$ cat src/rtl/lcpag_pkg.sv
// ============================================================================
// lcpag_pkg
// Shared types, constants and functions of the linked-cell C08 pair address
// generator: sweep state, limits, result item and the step rules.
// ============================================================================
package lcpag_pkg;

  // Largest cell count per axis, halo included.
  localparam int MAX_DIM     = 256;
  localparam int DIM_W       = 9;
  localparam int COORD_W     = 8;
  localparam int NUM_OFFSETS = 13;
  localparam int OFF_W       = 4;
  localparam int NUM_COLORS  = 8;
  localparam int COLOR_W     = 3;
  localparam int ADDR_W      = 5;
  localparam int DATA_W      = 32;

  // Sweep phases; the fourth code never occurs and is treated as done.
  typedef enum logic [1:0] {
    PH_SINGLE = 2'd0,
    PH_PAIR   = 2'd1,
    PH_DONE   = 2'd2
  } phase_t;

  // Configuration register indexes (byte address 4 * index).
  typedef enum logic [2:0] {
    REG_DIM_X     = 3'd0,
    REG_DIM_Y     = 3'd1,
    REG_DIM_Z     = 3'd2,
    REG_RUN_SINGLE = 3'd3,
    REG_RUN_PAIRS = 3'd4
  } reg_idx_t;

  typedef struct packed {
    phase_t             phase;
    logic [COLOR_W-1:0] color;
    logic [COORD_W-1:0] pos_x;
    logic [COORD_W-1:0] pos_y;
    logic [COORD_W-1:0] pos_z;
    logic [OFF_W-1:0]   offset_index;
  } sweep_state_t;

  // Loop limits (effective dim minus one) and phase enables.
  typedef struct packed {
    logic [COORD_W-1:0] lim_x;
    logic [COORD_W-1:0] lim_y;
    logic [COORD_W-1:0] lim_z;
    logic               run_single;
    logic               run_pairs;
  } sweep_cfg_t;

  typedef struct packed {
    logic               valid_res;
    logic               is_pair;
    logic [COORD_W-1:0] first_x;
    logic [COORD_W-1:0] first_y;
    logic [COORD_W-1:0] first_z;
    logic [COORD_W-1:0] second_x;
    logic [COORD_W-1:0] second_y;
    logic [COORD_W-1:0] second_z;
    logic               sweep_last;
  } result_t;

  // Clamp a dimension register to 3..MAX_DIM and return the loop limit.
  function automatic logic [COORD_W-1:0] dim_limit(logic [DIM_W-1:0] dim);
    logic [COORD_W-1:0] lim;
    if (dim < DIM_W'(3)) begin
      lim = COORD_W'(2);
    end else if (32'(dim) > MAX_DIM) begin
      lim = COORD_W'(MAX_DIM - 1);
    end else begin
      lim = COORD_W'(dim - DIM_W'(1));
    end
    return lim;
  endfunction

  // Offset pair per index: upper three bits first cell, lower three second;
  // bit 0 is +x, bit 1 is +y, bit 2 is +z.
  function automatic logic [5:0] pair_code(logic [OFF_W-1:0] idx);
    logic [5:0] code;
    case (idx)
      4'd0:    code = {3'd0, 3'd2};
      4'd1:    code = {3'd2, 3'd4};
      4'd2:    code = {3'd0, 3'd4};
      4'd3:    code = {3'd0, 3'd6};
      4'd4:    code = {3'd1, 3'd6};
      4'd5:    code = {3'd1, 3'd2};
      4'd6:    code = {3'd1, 3'd4};
      4'd7:    code = {3'd0, 3'd1};
      4'd8:    code = {3'd0, 3'd3};
      4'd9:    code = {3'd3, 3'd4};
      4'd10:   code = {3'd2, 3'd5};
      4'd11:   code = {3'd0, 3'd5};
      4'd12:   code = {3'd0, 3'd7};
      default: code = 6'd0;
    endcase
    return code;
  endfunction

  // State at the start of one color of the pair sweep.
  function automatic sweep_state_t color_start(sweep_state_t s,
                                               logic [COLOR_W-1:0] col);
    sweep_state_t r;
    r              = s;
    r.phase        = PH_PAIR;
    r.color        = col;
    r.pos_x        = COORD_W'(col[0]);
    r.pos_y        = COORD_W'(col[1]);
    r.pos_z        = COORD_W'(col[2]);
    r.offset_index = '0;
    return r;
  endfunction

  // Entry into the pair phase, or straight to done when it is disabled.
  function automatic sweep_state_t pair_start(sweep_state_t s, sweep_cfg_t c);
    sweep_state_t r;
    r = s;
    if (c.run_pairs) begin
      r = color_start(s, '0);
    end else begin
      r.phase = PH_DONE;
    end
    return r;
  endfunction

  // Move forward to the first legal position at or after the given one.
  // The nested loop wraps are resolved as a carry chain over x, y and z.
  function automatic sweep_state_t sweep_settle(sweep_state_t s, sweep_cfg_t c);
    sweep_state_t     r;
    logic [DIM_W-1:0] x, y, z, lx, ly, lz;
    logic [DIM_W-1:0] x1, y1, z1, x2, y2, z2;
    logic             xw, yw, zw, off_ovf;
    logic [OFF_W-1:0] off_n;
    r       = s;
    x       = {1'b0, s.pos_x};
    y       = {1'b0, s.pos_y};
    z       = {1'b0, s.pos_z};
    lx      = {1'b0, c.lim_x};
    ly      = {1'b0, c.lim_y};
    lz      = {1'b0, c.lim_z};
    x1      = x + DIM_W'(1);
    y1      = y + DIM_W'(1);
    z1      = z + DIM_W'(1);
    x2      = x + DIM_W'(2);
    y2      = y + DIM_W'(2);
    z2      = z + DIM_W'(2);
    off_ovf = (s.offset_index >= OFF_W'(NUM_OFFSETS));
    off_n   = off_ovf ? '0 : s.offset_index;
    xw      = 1'b0;
    yw      = 1'b0;
    zw      = 1'b0;
    case (s.phase)
      PH_SINGLE: begin
        xw = (x >= lx);
        yw = (y >= ly) || (xw && (y1 >= ly));
        zw = (z >= lz) || (yw && (z1 >= lz));
        if (!c.run_single || zw) begin
          r = pair_start(s, c);
        end else if (yw) begin
          r.pos_x = COORD_W'(1);
          r.pos_y = COORD_W'(1);
          r.pos_z = z1[COORD_W-1:0];
        end else if (xw) begin
          r.pos_x = COORD_W'(1);
          r.pos_y = y1[COORD_W-1:0];
        end
      end
      PH_PAIR: begin
        xw = (x >= lx) || (off_ovf && (x2 >= lx));
        yw = (y >= ly) || (xw && (y2 >= ly));
        zw = (z >= lz) || (yw && (z2 >= lz));
        if (!c.run_pairs) begin
          r.phase = PH_DONE;
        end else if (zw) begin
          if (s.color == COLOR_W'(NUM_COLORS - 1)) begin
            r.phase = PH_DONE;
          end else begin
            r = color_start(s, s.color + COLOR_W'(1));
          end
        end else if (yw) begin
          r.pos_x        = COORD_W'(s.color[0]);
          r.pos_y        = COORD_W'(s.color[1]);
          r.pos_z        = z2[COORD_W-1:0];
          r.offset_index = off_n;
        end else if (xw) begin
          r.pos_x        = COORD_W'(s.color[0]);
          r.pos_y        = y2[COORD_W-1:0];
          r.offset_index = off_n;
        end else if (off_ovf) begin
          r.pos_x        = x2[COORD_W-1:0];
          r.offset_index = '0;
        end
      end
      default: begin
        r.phase = PH_DONE;
      end
    endcase
    return r;
  endfunction

endpackage

$ cat src/rtl/lcpag_if.sv
// ============================================================================
// lcpag_if
// Valid/ready channel interfaces of the pair address generator: the tick
// channel in and the address channel out.
// ============================================================================
interface lcpag_in_if;
  logic valid;
  logic ready;
  logic restart;

  modport source (output valid, output restart, input ready);
  modport sink   (input valid, input restart, output ready);
endinterface

interface lcpag_out_if;
  logic       valid;
  logic       ready;
  logic       valid_res;
  logic       is_pair;
  logic [7:0] first_x;
  logic [7:0] first_y;
  logic [7:0] first_z;
  logic [7:0] second_x;
  logic [7:0] second_y;
  logic [7:0] second_z;
  logic       sweep_last;

  modport source (
    output valid, output valid_res, output is_pair,
    output first_x, output first_y, output first_z,
    output second_x, output second_y, output second_z,
    output sweep_last, input ready
  );
  modport sink (
    input valid, input valid_res, input is_pair,
    input first_x, input first_y, input first_z,
    input second_x, input second_y, input second_z,
    input sweep_last, output ready
  );
endinterface

$ cat src/rtl/lcpag_cfg.sv
// ============================================================================
// lcpag_cfg
// APB-style configuration registers: dimensions and phase enables, with the
// clamped loop limits handed to the sweep logic.
// ============================================================================
module lcpag_cfg
  import lcpag_pkg::*;
(
  input  logic              clk,
  input  logic              rst_n,
  input  logic              psel,
  input  logic              penable,
  input  logic              pwrite,
  input  logic [ADDR_W-1:0] paddr,
  input  logic [DATA_W-1:0] pwdata,
  output logic [DATA_W-1:0] prdata,
  output logic              pready,
  output sweep_cfg_t        cfg
);

  logic [DIM_W-1:0] dim_x_r, dim_x_nxt;
  logic [DIM_W-1:0] dim_y_r, dim_y_nxt;
  logic [DIM_W-1:0] dim_z_r, dim_z_nxt;
  logic             run_single_r, run_single_nxt;
  logic             run_pairs_r, run_pairs_nxt;
  logic             wr_en;
  reg_idx_t         idx;

  assign pready = 1'b1;
  assign wr_en  = psel && penable && pwrite;
  assign idx    = reg_idx_t'(paddr[ADDR_W-1:2]);

  // Write decode.
  always_comb begin
    dim_x_nxt      = dim_x_r;
    dim_y_nxt      = dim_y_r;
    dim_z_nxt      = dim_z_r;
    run_single_nxt = run_single_r;
    run_pairs_nxt  = run_pairs_r;
    if (wr_en) begin
      unique case (idx)
        REG_DIM_X:      dim_x_nxt      = pwdata[DIM_W-1:0];
        REG_DIM_Y:      dim_y_nxt      = pwdata[DIM_W-1:0];
        REG_DIM_Z:      dim_z_nxt      = pwdata[DIM_W-1:0];
        REG_RUN_SINGLE: run_single_nxt = pwdata[0];
        REG_RUN_PAIRS:  run_pairs_nxt  = pwdata[0];
        default: begin
        end
      endcase
    end
  end

  always_ff @(posedge clk) begin
    if (!rst_n) begin
      dim_x_r      <= DIM_W'(3);
      dim_y_r      <= DIM_W'(3);
      dim_z_r      <= DIM_W'(3);
      run_single_r <= 1'b1;
      run_pairs_r  <= 1'b1;
    end else begin
      dim_x_r      <= dim_x_nxt;
      dim_y_r      <= dim_y_nxt;
      dim_z_r      <= dim_z_nxt;
      run_single_r <= run_single_nxt;
      run_pairs_r  <= run_pairs_nxt;
    end
  end

  // Read decode returns the raw register contents.
  always_comb begin
    unique case (idx)
      REG_DIM_X:      prdata = DATA_W'(dim_x_r);
      REG_DIM_Y:      prdata = DATA_W'(dim_y_r);
      REG_DIM_Z:      prdata = DATA_W'(dim_z_r);
      REG_RUN_SINGLE: prdata = DATA_W'(run_single_r);
      REG_RUN_PAIRS:  prdata = DATA_W'(run_pairs_r);
      default:        prdata = '0;
    endcase
  end

  // Effective loop limits.
  always_comb begin
    cfg.lim_x      = dim_limit(dim_x_r);
    cfg.lim_y      = dim_limit(dim_y_r);
    cfg.lim_z      = dim_limit(dim_z_r);
    cfg.run_single = run_single_r;
    cfg.run_pairs  = run_pairs_r;
  end

endmodule

$ cat src/rtl/lcpag_sweep.sv
// ============================================================================
// lcpag_sweep
// Sweep position register and the single-pass step logic: settle, emit the
// address, advance, settle again to flag the final address.
// ============================================================================
module lcpag_sweep
  import lcpag_pkg::*;
(
  input  logic       clk,
  input  logic       rst_n,
  input  sweep_cfg_t cfg,
  input  logic       step,
  input  logic       restart,
  output result_t    res
);

  sweep_state_t state_r, state_nxt;
  sweep_state_t init_s, s0, s1, s2, s3;
  logic [5:0]   code;
  logic [2:0]   off_a, off_b;
  logic         active;

  // Start of the whole sweep.
  always_comb begin
    init_s              = '0;
    init_s.phase        = PH_SINGLE;
    init_s.pos_x        = COORD_W'(1);
    init_s.pos_y        = COORD_W'(1);
    init_s.pos_z        = COORD_W'(1);
  end

  // One tick: pick up a legal position, emit it, step, and look ahead.
  always_comb begin
    s0     = restart ? init_s : state_r;
    s1     = sweep_settle(s0, cfg);
    active = (s1.phase == PH_SINGLE) || (s1.phase == PH_PAIR);
    code   = (s1.phase == PH_PAIR) ? pair_code(s1.offset_index) : 6'd0;
    off_a  = code[5:3];
    off_b  = code[2:0];
    s2     = s1;
    if (s1.phase == PH_SINGLE) begin
      s2.pos_x = s1.pos_x + COORD_W'(1);
    end else if (s1.phase == PH_PAIR) begin
      s2.offset_index = s1.offset_index + OFF_W'(1);
    end
    s3 = sweep_settle(s2, cfg);
  end

  // Result fields; a finished sweep gives an all-zero item.
  always_comb begin
    res = '0;
    if (active) begin
      res.valid_res  = 1'b1;
      res.is_pair    = (s1.phase == PH_PAIR);
      res.first_x    = s1.pos_x + COORD_W'(off_a[0]);
      res.first_y    = s1.pos_y + COORD_W'(off_a[1]);
      res.first_z    = s1.pos_z + COORD_W'(off_a[2]);
      res.second_x   = s1.pos_x + COORD_W'(off_b[0]);
      res.second_y   = s1.pos_y + COORD_W'(off_b[1]);
      res.second_z   = s1.pos_z + COORD_W'(off_b[2]);
      res.sweep_last = (s3.phase != PH_SINGLE) && (s3.phase != PH_PAIR);
    end
  end

  assign state_nxt = step ? s3 : state_r;

  always_ff @(posedge clk) begin
    if (!rst_n) begin
      state_r <= init_s;
    end else begin
      state_r <= state_nxt;
    end
  end

endmodule

$ cat src/rtl/lcpag_out_reg.sv
// ============================================================================
// lcpag_out_reg
// Result register between the step logic and the address channel. It takes
// a new item whenever it is empty or being drained in the same cycle.
// ============================================================================
module lcpag_out_reg
  import lcpag_pkg::*;
(
  input  logic    clk,
  input  logic    rst_n,
  input  logic    load,
  input  result_t d,
  input  logic    out_ready,
  output logic    out_valid,
  output result_t q,
  output logic    in_ready
);

  logic    valid_r, valid_nxt;
  result_t data_r, data_nxt;

  assign in_ready = !valid_r || out_ready;

  // Occupancy and payload update.
  always_comb begin
    valid_nxt = valid_r;
    data_nxt  = data_r;
    if (load) begin
      valid_nxt = 1'b1;
      data_nxt  = d;
    end else if (out_ready) begin
      valid_nxt = 1'b0;
    end
  end

  always_ff @(posedge clk) begin
    if (!rst_n) begin
      valid_r <= 1'b0;
    end else begin
      valid_r <= valid_nxt;
    end
  end

  always_ff @(posedge clk) begin
    data_r <= data_nxt;
  end

  assign out_valid = valid_r;
  assign q         = data_r;

endmodule

$ cat src/rtl/linked_cell_c08_pair_address_generator.sv
// ============================================================================
// linked_cell_c08_pair_address_generator
// Address generator for a linked-cell force sweep: inner single cells, then
// the C08 cell-pair sweep over eight colors and thirteen offset pairs.
// ============================================================================
// Usage:
//   Each transaction on in_chan is one tick; restart = 1 begins the sweep
//   again, restart = 0 advances. Every tick yields exactly one transaction on
//   out_chan: a cell (is_pair = 0), a cell pair (is_pair = 1), or, once the
//   sweep is finished, an all-zero item with valid_res = 0. sweep_last marks
//   the final address of the sweep.
//   A tick is held in the output register and shown on out_chan in the cycle
//   after its acceptance. Throughput is one tick per cycle while out_chan.ready
//   is high, set by the single output register; the step logic is combinational.
//   The APB port holds the dimensions and phase enables; write it only while
//   no results are pending.
//   Reset clears the output register and puts the sweep at its first inner
//   cell; configuration returns to 3x3x3 with both phases enabled.
//   When the receiver stalls, the result register holds its item and
//   in_chan.ready drops until the item is taken.
// ============================================================================
module linked_cell_c08_pair_address_generator
  import lcpag_pkg::*;
(
  input  logic              clk,
  input  logic              rst_n,
  lcpag_in_if.sink          in_chan,
  lcpag_out_if.source       out_chan,
  input  logic              psel,
  input  logic              penable,
  input  logic              pwrite,
  input  logic [ADDR_W-1:0] paddr,
  input  logic [DATA_W-1:0] pwdata,
  output logic [DATA_W-1:0] prdata,
  output logic              pready
);

  sweep_cfg_t cfg;
  result_t    step_res;
  result_t    out_res;
  logic       in_ready;
  logic       accept;

  assign accept        = in_chan.valid && in_ready;
  assign in_chan.ready = in_ready;

  lcpag_cfg u_cfg (
    .clk     (clk),
    .rst_n   (rst_n),
    .psel    (psel),
    .penable (penable),
    .pwrite  (pwrite),
    .paddr   (paddr),
    .pwdata  (pwdata),
    .prdata  (prdata),
    .pready  (pready),
    .cfg     (cfg)
  );

  lcpag_sweep u_sweep (
    .clk     (clk),
    .rst_n   (rst_n),
    .cfg     (cfg),
    .step    (accept),
    .restart (in_chan.restart),
    .res     (step_res)
  );

  lcpag_out_reg u_out_reg (
    .clk       (clk),
    .rst_n     (rst_n),
    .load      (accept),
    .d         (step_res),
    .out_ready (out_chan.ready),
    .out_valid (out_chan.valid),
    .q         (out_res),
    .in_ready  (in_ready)
  );

  // Result fields onto the channel.
  assign out_chan.valid_res  = out_res.valid_res;
  assign out_chan.is_pair    = out_res.is_pair;
  assign out_chan.first_x    = out_res.first_x;
  assign out_chan.first_y    = out_res.first_y;
  assign out_chan.first_z    = out_res.first_z;
  assign out_chan.second_x   = out_res.second_x;
  assign out_chan.second_y   = out_res.second_y;
  assign out_chan.second_z   = out_res.second_z;
  assign out_chan.sweep_last = out_res.sweep_last;

endmodule

$ cat src/flat_wrapper.sv
// flat-port wrapper written by rule: the top's interface ports become plain ports
module linked_cell_c08_pair_address_generator_flat import lcpag_pkg::*;
  (clk, rst_n, psel, penable, pwrite, paddr, pwdata, prdata, pready, in_chan_valid, in_chan_restart, in_chan_ready, out_chan_valid, out_chan_valid_res, out_chan_is_pair, out_chan_first_x, out_chan_first_y, out_chan_first_z, out_chan_second_x, out_chan_second_y, out_chan_second_z, out_chan_sweep_last, out_chan_ready);
  lcpag_in_if in_chan_i ();
  lcpag_out_if out_chan_i ();
  input  logic clk;
  input  logic rst_n;
  input  logic psel;
  input  logic penable;
  input  logic pwrite;
  input  logic [ADDR_W-1:0] paddr;
  input  logic [DATA_W-1:0] pwdata;
  output logic [DATA_W-1:0] prdata;
  output logic pready;
  input wire logic [$bits(in_chan_i.valid)-1:0] in_chan_valid;
  input wire logic [$bits(in_chan_i.restart)-1:0] in_chan_restart;
  output wire logic [$bits(in_chan_i.ready)-1:0] in_chan_ready;
  output wire logic [$bits(out_chan_i.valid)-1:0] out_chan_valid;
  output wire logic [$bits(out_chan_i.valid_res)-1:0] out_chan_valid_res;
  output wire logic [$bits(out_chan_i.is_pair)-1:0] out_chan_is_pair;
  output wire logic [$bits(out_chan_i.first_x)-1:0] out_chan_first_x;
  output wire logic [$bits(out_chan_i.first_y)-1:0] out_chan_first_y;
  output wire logic [$bits(out_chan_i.first_z)-1:0] out_chan_first_z;
  output wire logic [$bits(out_chan_i.second_x)-1:0] out_chan_second_x;
  output wire logic [$bits(out_chan_i.second_y)-1:0] out_chan_second_y;
  output wire logic [$bits(out_chan_i.second_z)-1:0] out_chan_second_z;
  output wire logic [$bits(out_chan_i.sweep_last)-1:0] out_chan_sweep_last;
  input wire logic [$bits(out_chan_i.ready)-1:0] out_chan_ready;
  assign in_chan_i.valid = in_chan_valid;
  assign in_chan_i.restart = in_chan_restart;
  assign in_chan_ready = in_chan_i.ready;
  assign out_chan_valid = out_chan_i.valid;
  assign out_chan_valid_res = out_chan_i.valid_res;
  assign out_chan_is_pair = out_chan_i.is_pair;
  assign out_chan_first_x = out_chan_i.first_x;
  assign out_chan_first_y = out_chan_i.first_y;
  assign out_chan_first_z = out_chan_i.first_z;
  assign out_chan_second_x = out_chan_i.second_x;
  assign out_chan_second_y = out_chan_i.second_y;
  assign out_chan_second_z = out_chan_i.second_z;
  assign out_chan_sweep_last = out_chan_i.sweep_last;
  assign out_chan_i.ready = out_chan_ready;
  linked_cell_c08_pair_address_generator u_core (.clk(clk), .rst_n(rst_n), .in_chan(in_chan_i), .out_chan(out_chan_i), .psel(psel), .penable(penable), .pwrite(pwrite), .paddr(paddr), .pwdata(pwdata), .prdata(prdata), .pready(pready));
endmodule
$ cat config.mk
export PLATFORM = sky130hd
export DESIGN_NAME = linked_cell_c08_pair_address_generator_flat
export DESIGN_NICKNAME = d
export VERILOG_FILES = /design/src/rtl/lcpag_pkg.sv /design/src/rtl/lcpag_if.sv /design/src/rtl/lcpag_cfg.sv /design/src/rtl/lcpag_sweep.sv /design/src/rtl/lcpag_out_reg.sv /design/src/rtl/linked_cell_c08_pair_address_generator.sv /design/src/flat_wrapper.sv
export SDC_FILE = /design/constraint.sdc
export NUM_CORES = 1
export LEC_CHECK = 0
export ABC_AREA = 1
export BUFFER_PORTS_ARGS = -buffer_cell sky130_fd_sc_hd__buf_4
export CAP_MARGIN = 40
export CORE_ASPECT_RATIO = 0.5
export CORE_MARGIN = 1
export CORE_UTILIZATION = 45
export DETAILED_ROUTE_END_ITERATION = 12
export HOLD_SLACK_MARGIN = 0.12
export PLACE_DENSITY = 0.67
export SYNTH_ARGS = -nofsm -noshare
export SYNTH_HDL_FRONTEND = slang
export SYNTH_SLANG_ARGS = --single-unit
$ cat constraint.sdc
create_clock -name clk -period 8.3 [get_ports clk]
set_clock_uncertainty 0.2 [all_clocks]
set_input_delay 0.83 -clock clk [delete_from_list [all_inputs] [get_ports clk]]
set_output_delay 0.83 -clock clk [all_outputs]
set_load 0.01 [all_outputs]
=== Word level (Yosys, flattened, before mapping) ===
Memory sizes are Yosys's and may differ from the RTL's.
Cells that the tools add are included.

* Add/subtract/negate cells: 23
* $lt $le $gt $ge: 24
* Eq/ne operators: 9
* Mux-type cells: 58
* Reductions and logical operators: 40

{| class="wikitable"
|+ Operators by type and width
! cell !! count
|-
| 2-to-1 mux 31 bit || 6
|-
| 2-to-1 mux 8 bit || 17
|-
| case mux 31 bit (2 select lines) || 2
|-
| 2-to-1 mux 16 bit || 6
|-
| >= comparator 9 x 8 -> 1 bit || 10
|-
| 2-to-1 mux 28 bit || 2
|-
| adder 8 x 2 -> 9 bit (second input constant) || 6
|-
| 2-to-1 mux 51 bit || 1
|-
| adder 8 x 1 -> 8 bit || 6
|-
| >= comparator 8 bit || 6
|-
| 2-to-1 mux 24 bit || 2
|-
| case mux 9 bit (5 select lines) || 1
|-
| adder 8 x 1 -> 9 bit (second input constant) || 4
|-
| 2-to-1 mux 33 bit || 1
|-
| > comparator 9 bit (second input constant) || 3
|-
| less-than comparator 9 x 2 -> 1 bit (second input constant) || 3
|-
| 2-to-1 mux 4 bit || 6
|-
| subtractor 8 x 1 -> 8 bit (second input constant) || 3
|-
| 2-to-1 mux 5 bit || 4
|-
| logical AND 1 bit || 14
|-
| logical OR 1 bit || 14
|-
| 2-to-1 mux 2 bit || 5
|-
| AND reduction 2 bit || 5
|-
| equality test 3 bit (second input constant) || 3
|-
| other kinds (15) || 24
|}

* Bits in registers: 114
* Memory bits (read-only): 80
* Bits of input ports: 45
* Output and inout bits: 86
* Word-level logic and storage cells: 176
* Memories kept: 1

{| class="wikitable"
|+ Memories
! memory !! words !! bits a word !! rd ports !! clocked after Yosys merged registers in !! write ports !! line !! text
|-
| (no name shown) || 16 || 5 || 1 || 0 || 0 || lcpag_pkg.sv:82 || <nowiki>case (idx)</nowiki>
|}

=== Depth between registers and ports, before layout ===
* Depth after elaboration: 29
* Mapped depth: 59
* Mapped depth without buffers: 58

=== Hierarchy ===
From an unflattened synthesis, not the netlist that was laid out.

* Cells, all modules: 2079
* Area, all modules: 13808.2 um^2

{| class="wikitable"
|+ By module, submodules not included
! module !! times used !! cells an instance !! area each (um^2) !! seq. area each (um^2)
|-
| lcpag_sweep || 1 || 1672 || 9935.8 || 660.6
|-
| lcpag_cfg || 1 || 348 || 2287.2 || 580.6
|-
| lcpag_out_reg || 1 || 57 || 1577.8 || 1551.5
|-
| linked_cell_c08_pair_address_generator || 1 || 2 || 7.5 || 0.0
|}

=== Worst setup path after synthesis ===
No wires, ideal clock.

* Path kind: input port to flip-flop
* From: input in_chan_restart
* To: register u_core.u_sweep.state_r[10] (netlist name)
* Setup time: 110 ps
* Arrival: 6988 ps
* Data required time: 7990 ps
* Slack: 1002 ps
* Cell stages on the path: 50
* Path buffers: 3
* Cells stage by stage: buf_4 > buf_2 > buf_1 > nor2_1 > ha_1 > nand3_1 > nor2_1 > nand2_1 > xor2_1 > inv_1 > ha_1 > a21oi_1 > nand3_1 > nor2_1 > nand2_1 > nand2_2 > nand2_2 > nand2_4 > [14 not listed] > ha_1 > a21boi_0 > o21a_1 > o21a_1 > o21ai_0 > nand2_1 > a21oi_1 > nand2_1 > nor2_2 > nor2_8 > nand2_2 > nand2_4 > a21oi_2 > nand3_2 > nand2_1 > nand3_1 > nand2_1 > inv_1

* Longest elaborated chain between the ends: 25
* Elaborated cells on any way between the ends: 92
* Those cells by class: 13 x add/sub; 18 x order compare; 4 x eq/ne; 33 x mux; 24 x reduce/logical

{| class="wikitable"
|+ RTL lines
! item !! line !! text
|-
| from (decl) || flat_wrapper.sv:16 || <nowiki>input wire logic [$bits(in_chan_i.restart)-1:0] in_chan_restart;</nowiki>
|-
| 2-to-1 mux 33 bit * || lcpag_sweep.sv:34 || <nowiki>s0 = restart ? init_s : state_r;</nowiki>
|-
| adder 8 x 2 -> 9 bit || lcpag_pkg.sv:145 || <nowiki>x2 = x + DIM_W'(2);</nowiki>
|-
| >= comparator 9 x 8 -> 1 bit || lcpag_pkg.sv:170 || <nowiki>xw = (x >= lx) || (off_ovf && (x2 >= lx));</nowiki>
|-
| logical AND 1 bit || lcpag_pkg.sv:170 ||
|-
| logical OR 1 bit || lcpag_pkg.sv:170 ||
|-
| logical AND 1 bit || lcpag_pkg.sv:171 || <nowiki>yw = (y >= ly) || (xw && (y2 >= ly));</nowiki>
|-
| logical OR 1 bit || lcpag_pkg.sv:171 ||
|-
| logical AND 1 bit || lcpag_pkg.sv:172 || <nowiki>zw = (z >= lz) || (yw && (z2 >= lz));</nowiki>
|-
| [9 not listed] || -- ||
|-
| logical OR 1 bit || lcpag_pkg.sv:170 ||
|-
| logical AND 1 bit || lcpag_pkg.sv:171 ||
|-
| logical OR 1 bit || lcpag_pkg.sv:171 ||
|-
| logical AND 1 bit || lcpag_pkg.sv:172 ||
|-
| logical OR 1 bit || lcpag_pkg.sv:172 ||
|-
| 2-to-1 mux 28 bit || lcpag_pkg.sv:175 || <nowiki>end else if (zw) begin</nowiki>
|-
| 2-to-1 mux 31 bit || lcpag_pkg.sv:173 || <nowiki>if (!c.run_pairs) begin</nowiki>
|-
| case mux 31 bit (2 select lines) * || lcpag_pkg.sv:153 || <nowiki>case (s.phase)</nowiki>
|-
| to (signal assigned) || lcpag_sweep.sv:69 || <nowiki>state_r <= init_s;</nowiki>
|-
| to (signal assigned) || lcpag_sweep.sv:71 || <nowiki>state_r <= state_nxt;</nowiki>
|-
| to (decl) || lcpag_sweep.sv:17 || <nowiki>sweep_state_t state_r, state_nxt;</nowiki>
|}

Mark *: on every way between the ends. The rest lies on a longest branch, timed or not.
A chain may end at the register's enable or synchronous reset.

=== Worst setup path after layout ===
* From: register u_core.u_cfg.dim_z_r[1]
* To: register u_core.u_sweep.state_r[8] (netlist name)

* Longest elaborated chain between the ends: 22
* Elaborated cells on any way between the ends: 63
* Those cells by class: 8 x add/sub; 14 x order compare; 2 x eq/ne; 22 x mux; 17 x reduce/logical

{| class="wikitable"
|+ RTL lines
! item !! line !! text
|-
| from (decl) || lcpag_cfg.sv:23 || <nowiki>logic [DIM_W-1:0] dim_z_r, dim_z_nxt;</nowiki>
|-
| from (signal assigned) || lcpag_cfg.sv:63 || <nowiki>dim_z_r <= dim_z_nxt;</nowiki>
|-
| subtractor 8 x 1 -> 8 bit / > comparator 9 bit (equally long branches) || lcpag_pkg.sv:73, lcpag_pkg.sv:70 ||
|-
| 2-to-1 mux 8 bit || lcpag_pkg.sv:70 || <nowiki>end else if (32'(dim) > MAX_DIM) begin</nowiki>
|-
| 2-to-1 mux 8 bit * || lcpag_pkg.sv:68 || <nowiki>if (dim < DIM_W'(3)) begin</nowiki>
|-
| >= comparator 9 x 8 -> 1 bit (on tied branches) || lcpag_pkg.sv:172, lcpag_pkg.sv:157 ||
|-
| logical AND 1 bit (on tied branches) || lcpag_pkg.sv:172, lcpag_pkg.sv:157 ||
|-
| logical OR 1 bit (on tied branches) || lcpag_pkg.sv:172, lcpag_pkg.sv:157 ||
|-
| 2-to-1 mux 28 bit (tied with other cells) || lcpag_pkg.sv:175 ||
|-
| 2-to-1 mux 31 bit (tied with other cells) || lcpag_pkg.sv:173 ||
|-
| [6 not listed] || -- ||
|-
| logical OR 1 bit || lcpag_pkg.sv:170 ||
|-
| logical AND 1 bit || lcpag_pkg.sv:171 ||
|-
| logical OR 1 bit || lcpag_pkg.sv:171 ||
|-
| logical AND 1 bit || lcpag_pkg.sv:172 ||
|-
| logical OR 1 bit || lcpag_pkg.sv:172 ||
|-
| 2-to-1 mux 28 bit || lcpag_pkg.sv:175 ||
|-
| 2-to-1 mux 31 bit || lcpag_pkg.sv:173 ||
|-
| case mux 31 bit (2 select lines) * || lcpag_pkg.sv:153 ||
|}

Marked as above.

==> impl_metrics.toml <==
[drt]
vias = 13500
wl_per_cell_um = 17.4
via_per_inst = 5.47
ant_nets = 0
wl_mm = 42.8
drc = 0
dr.pass1.iters = 6
drt_iter0_drc = 1163

[placed_design]
post-dp-hpwl_mm = 33.2
postPlaceCellArea_um2 = 14400
port_buffers = 81
gp_congestion = 0.966

[cts]
root_buffer = "clkbuf_16"
clk_path_buf_depth = 2
clkLatencyLatePin_ns = 0.46
cts.sinks = 114
cts_setup_buffers = 0
cts_tree = "done"
holdBufCountCts = 0
htreeDepth = 4
cts-buffers-inserted = 17
path_clk_slew_ns = 0.06

[die]
fp.dieH_um = 123
coreArea_um2 = 28100
dieArea_um2 = 29800
initial_core_util = 0.465
die_w_um = 243
boundaryPins = 131
rows = 43

[synthesis]
netlist_area_um2 = 13100
yosysTopAreaCellShare = 0.151
synthMuxAreaShare = 0
ys_seq_elements = 114
synth_cells = 1945
synth_top_area_cell = "ha_1"
ys_top_cells_by_area = "ha_1 (15%), edfxtp_1 (12%), nand2_1 (11%)"
yosys.area_share.simple = 0.273
ys.warnings.count = 0
synth_cell_type_count = 67
synthXorXnorAreaFrac = 0.0355
seq_area_frac_synth = 0.213
avgSynthCellArea_um2 = 6.73
yosys.area_share.adder = 0.151
synth-compound-area-share = 0.218
synth_top_family_by_area = "simple AND/OR/NAND/NOR gates"

[timing]
fmax_ghz = 0.130
finalHoldViolations = 0
min_period_over_period = 0.926
rsz0062_at_grt = "no"
maxSlewViolCount = 0
finalSetupTns_ns = 0
setup_viol = 0
worst_slew_pin_slew_ns = 0.893
relSlewSlack = 0.400
post-route-min-period_ns = 7.69

[worst_setup_path]
required_ns = 8.45
worstPathArrival_ns = 7.84
r2r_start = "u_core.u_cfg.dim_z_r[1]"
critPathMaxStageDelay_ns = 0.46
path_max_fanout = 14
critPathKind = "flop to flop"
critPathMostFrequentCell = "nand2_1"
r2r_setup_slack_ns = 0.61
critical_path.startpoint_type = "flop"
crit_buf_inv = 5
worstSetupEndpointType = "flop"
cp_slowest_cell = "o21a_1"
reg2reg_depth = 43
crit_family = "simple AND/OR/NAND/NOR gates"
r2r_end = "u_core.u_sweep.state_r[8]"

[power]
peakVddDrop_mv = 0.213
power_density_nw_per_um2 = 301
total_power_mw = 4.55
total_leakage_power_nw = 7.36

[final_layout]
fillers = 2792
layout-drive-gt1-share = 0.145
syn_to_final_growth_pct = 15.2
finalNetCount = 2274
design_area_um2 = 15100
num_antenna_cells = 0

[global_route]
grt-ovfl-total = 0
grt_pass1_vias = 12100
grt_max_degree = 59
grt_pass1_wl_mm = 66.6
antenna_found_initial = 0
grt_usage = 0.290

[job]
drv_cap = 0

[min_path]
whs_path_depth = 2
hp-class = "flop to flop"
holdPathEnd = "u_core.u_sweep.state_r[3]"
min_from = "u_core.u_sweep.state_r[3]"

[status]
status = "finished, final reports clean"
[worst max-delay path by stage]
stage,from,to,cells past startpoint
2_1_floorplan,in_chan_restart,u_core.u_sweep.state_r[10],50
3_3_place_gp,in_chan_restart,u_core.u_sweep.state_r[8],44
3_5_place_dp,in_chan_restart,u_core.u_sweep.state_r[8],44
4_1_cts,u_core.u_cfg.dim_z_r[1],u_core.u_sweep.state_r[8],43
5_1_grt,u_core.u_cfg.dim_z_r[1],u_core.u_sweep.state_r[10],44
6_report,u_core.u_cfg.dim_z_r[1],u_core.u_sweep.state_r[8],43
[synth_stat cells (all sizes together)]
| library cell | number |
|---|---|
| nand2 | 408 |
| inv | 268 |
| nor2 | 221 |
| a21oi | 192 |
| o21ai | 188 |
| ha | 158 |
| nand3 | 103 |
| dfxtp | 63 |
| edfxtp | 51 |
| xor2 | 43 |
| buf | 40 |
| clkbuf | 26 |
| nor3 | 24 |
| o211ai | 24 |
| o21a | 21 |
| o221ai | 16 |
| nand4 | 13 |
| a211oi | 9 |
| a31oi | 9 |
| clkinv | 9 |
| or2 | 8 |
| xnor2 | 8 |
| o31ai | 7 |
| a21boi | 6 |
| o21bai | 4 |
| a21o | 3 |
| a22oi | 3 |
| nand3b | 3 |
| a221oi | 2 |
| a32oi | 2 |
| conb | 2 |
| o2111ai | 2 |
| or3 | 2 |
| a311o | 1 |
| and3 | 1 |
| nor4 | 1 |
| o22ai | 1 |
| o311ai | 1 |
| o32ai | 1 |
| o41ai | 1 |
[cells in the final DEF (no fill, tap or decap), types with 4 or more instances in the layout]
cell type	count
o21a_1	21
nand4_1	12
nor2_2	14
o21ai_0	168
nand3_2	13
inv_2	20
nor2_4	5
o211ai_1	23
o21bai_1	4
o221ai_1	16
a21boi_0	5
o31ai_1	7
clkbuf_16	17
a21oi_2	4
a211oi_1	7
ha_1	158
conb_1	24
nor2_1	200
nor3_1	20
bufinv_16	5
nand2_1	370
edfxtp_1	51
or2_2	5
xnor2_1	8
buf_4	149
nor3_2	4
nand2_2	26
o21ai_1	17
nand3_1	87
clkinv_1	9
dfxtp_1	63
nand2_4	11
xor2_1	42
inv_6	5
a21oi_1	186
a31oi_1	8
inv_1	247
[tightest hold or removal path: stages (launching register included)]
cell	delay [ns]
dfxtp_1	0.31
nand2_1	0.06
a21oi_1	0.05
[cell families (layout without fill, tap and decap cells)]
| kind of cell | count (synthesis) | in the layout |
|---|---|---|
| adder cells (fa/ha/maj) | 158 | 158 |
| other | 2 | 24 |
| AO/OA/AOI/OAI | 493 | 493 |
| XOR/XNOR | 51 | 51 |
| buffers and inverters | 343 | 460 |
| flip-flops | 114 | 114 |
| AND/OR/NAND/NOR | 784 | 784 |
[final cells by class]
| class | instances | area (µm²) | area share |
|---|---|---|---|
| tap | 382 | 478 | 0.0317 |
| clock buffer | 18 | 429 | 0.0284 |
| sequential | 114 | 2790 | 0.185 |
| timing repair buffer | 151 | 1150 | 0.0765 |
| clock inverter | 14 | 224 | 0.0148 |
| inverter | 277 | 1040 | 0.0691 |
| multi-input combinational | 1510 | 8970 | 0.594 |
[sequential cells by signal, indices dropped and copies added (netlist names)]
signal                      count
u_core.u_sweep.state_r         33
u_core.u_cfg.dim_z_r            9
u_core.u_cfg.dim_y_r            9
u_core.u_cfg.run_pairs_r        1
u_core.u_out_reg.q             51
u_core.u_cfg.run_single_r       1
u_core.u_out_reg.out_valid      1
u_core.u_cfg.dim_x_r            9
[through the flow]
step           instances  hold slack [ns]  utilization  setup slack, ns
2_1_floorplan       1967            0.241            -             1.00
3_3_place_gp        2433            0.252        0.512            0.561
3_5_place_dp        2434            0.255        0.513            0.455
4_1_cts             2466            0.269        0.536            0.757
5_1_grt             2466            0.286        0.536           0.0163
6_report            2466            0.270        0.536            0.612
[power breakdown]
part / internal, mW / switching (mW) / total (mW)
logic: 1.03 / 1.95 / 2.97
registers: 0.695 / 0.0362 / 0.731
clock network: 0.537 / 0.306 / 0.842
total: 2.26 / 2.29 / 4.55
[repair_timing]
item                                    in CTS  in global routing
resized for setup                            0                  1
hold endpoints to repair                     0                  0
endpoints found under the setup margin       0                  3
[layer usage]
layer	global-route usage	routed length [µm]	up-vias
met4	0.0853	825	0
met5	0	0	-
met2	0.418	17200	558
met1	0.420	20500	6135
met3	0.0735	4240	62
li1	-	-	6746
Note: power is estimated with default switching activity, not from simulation.
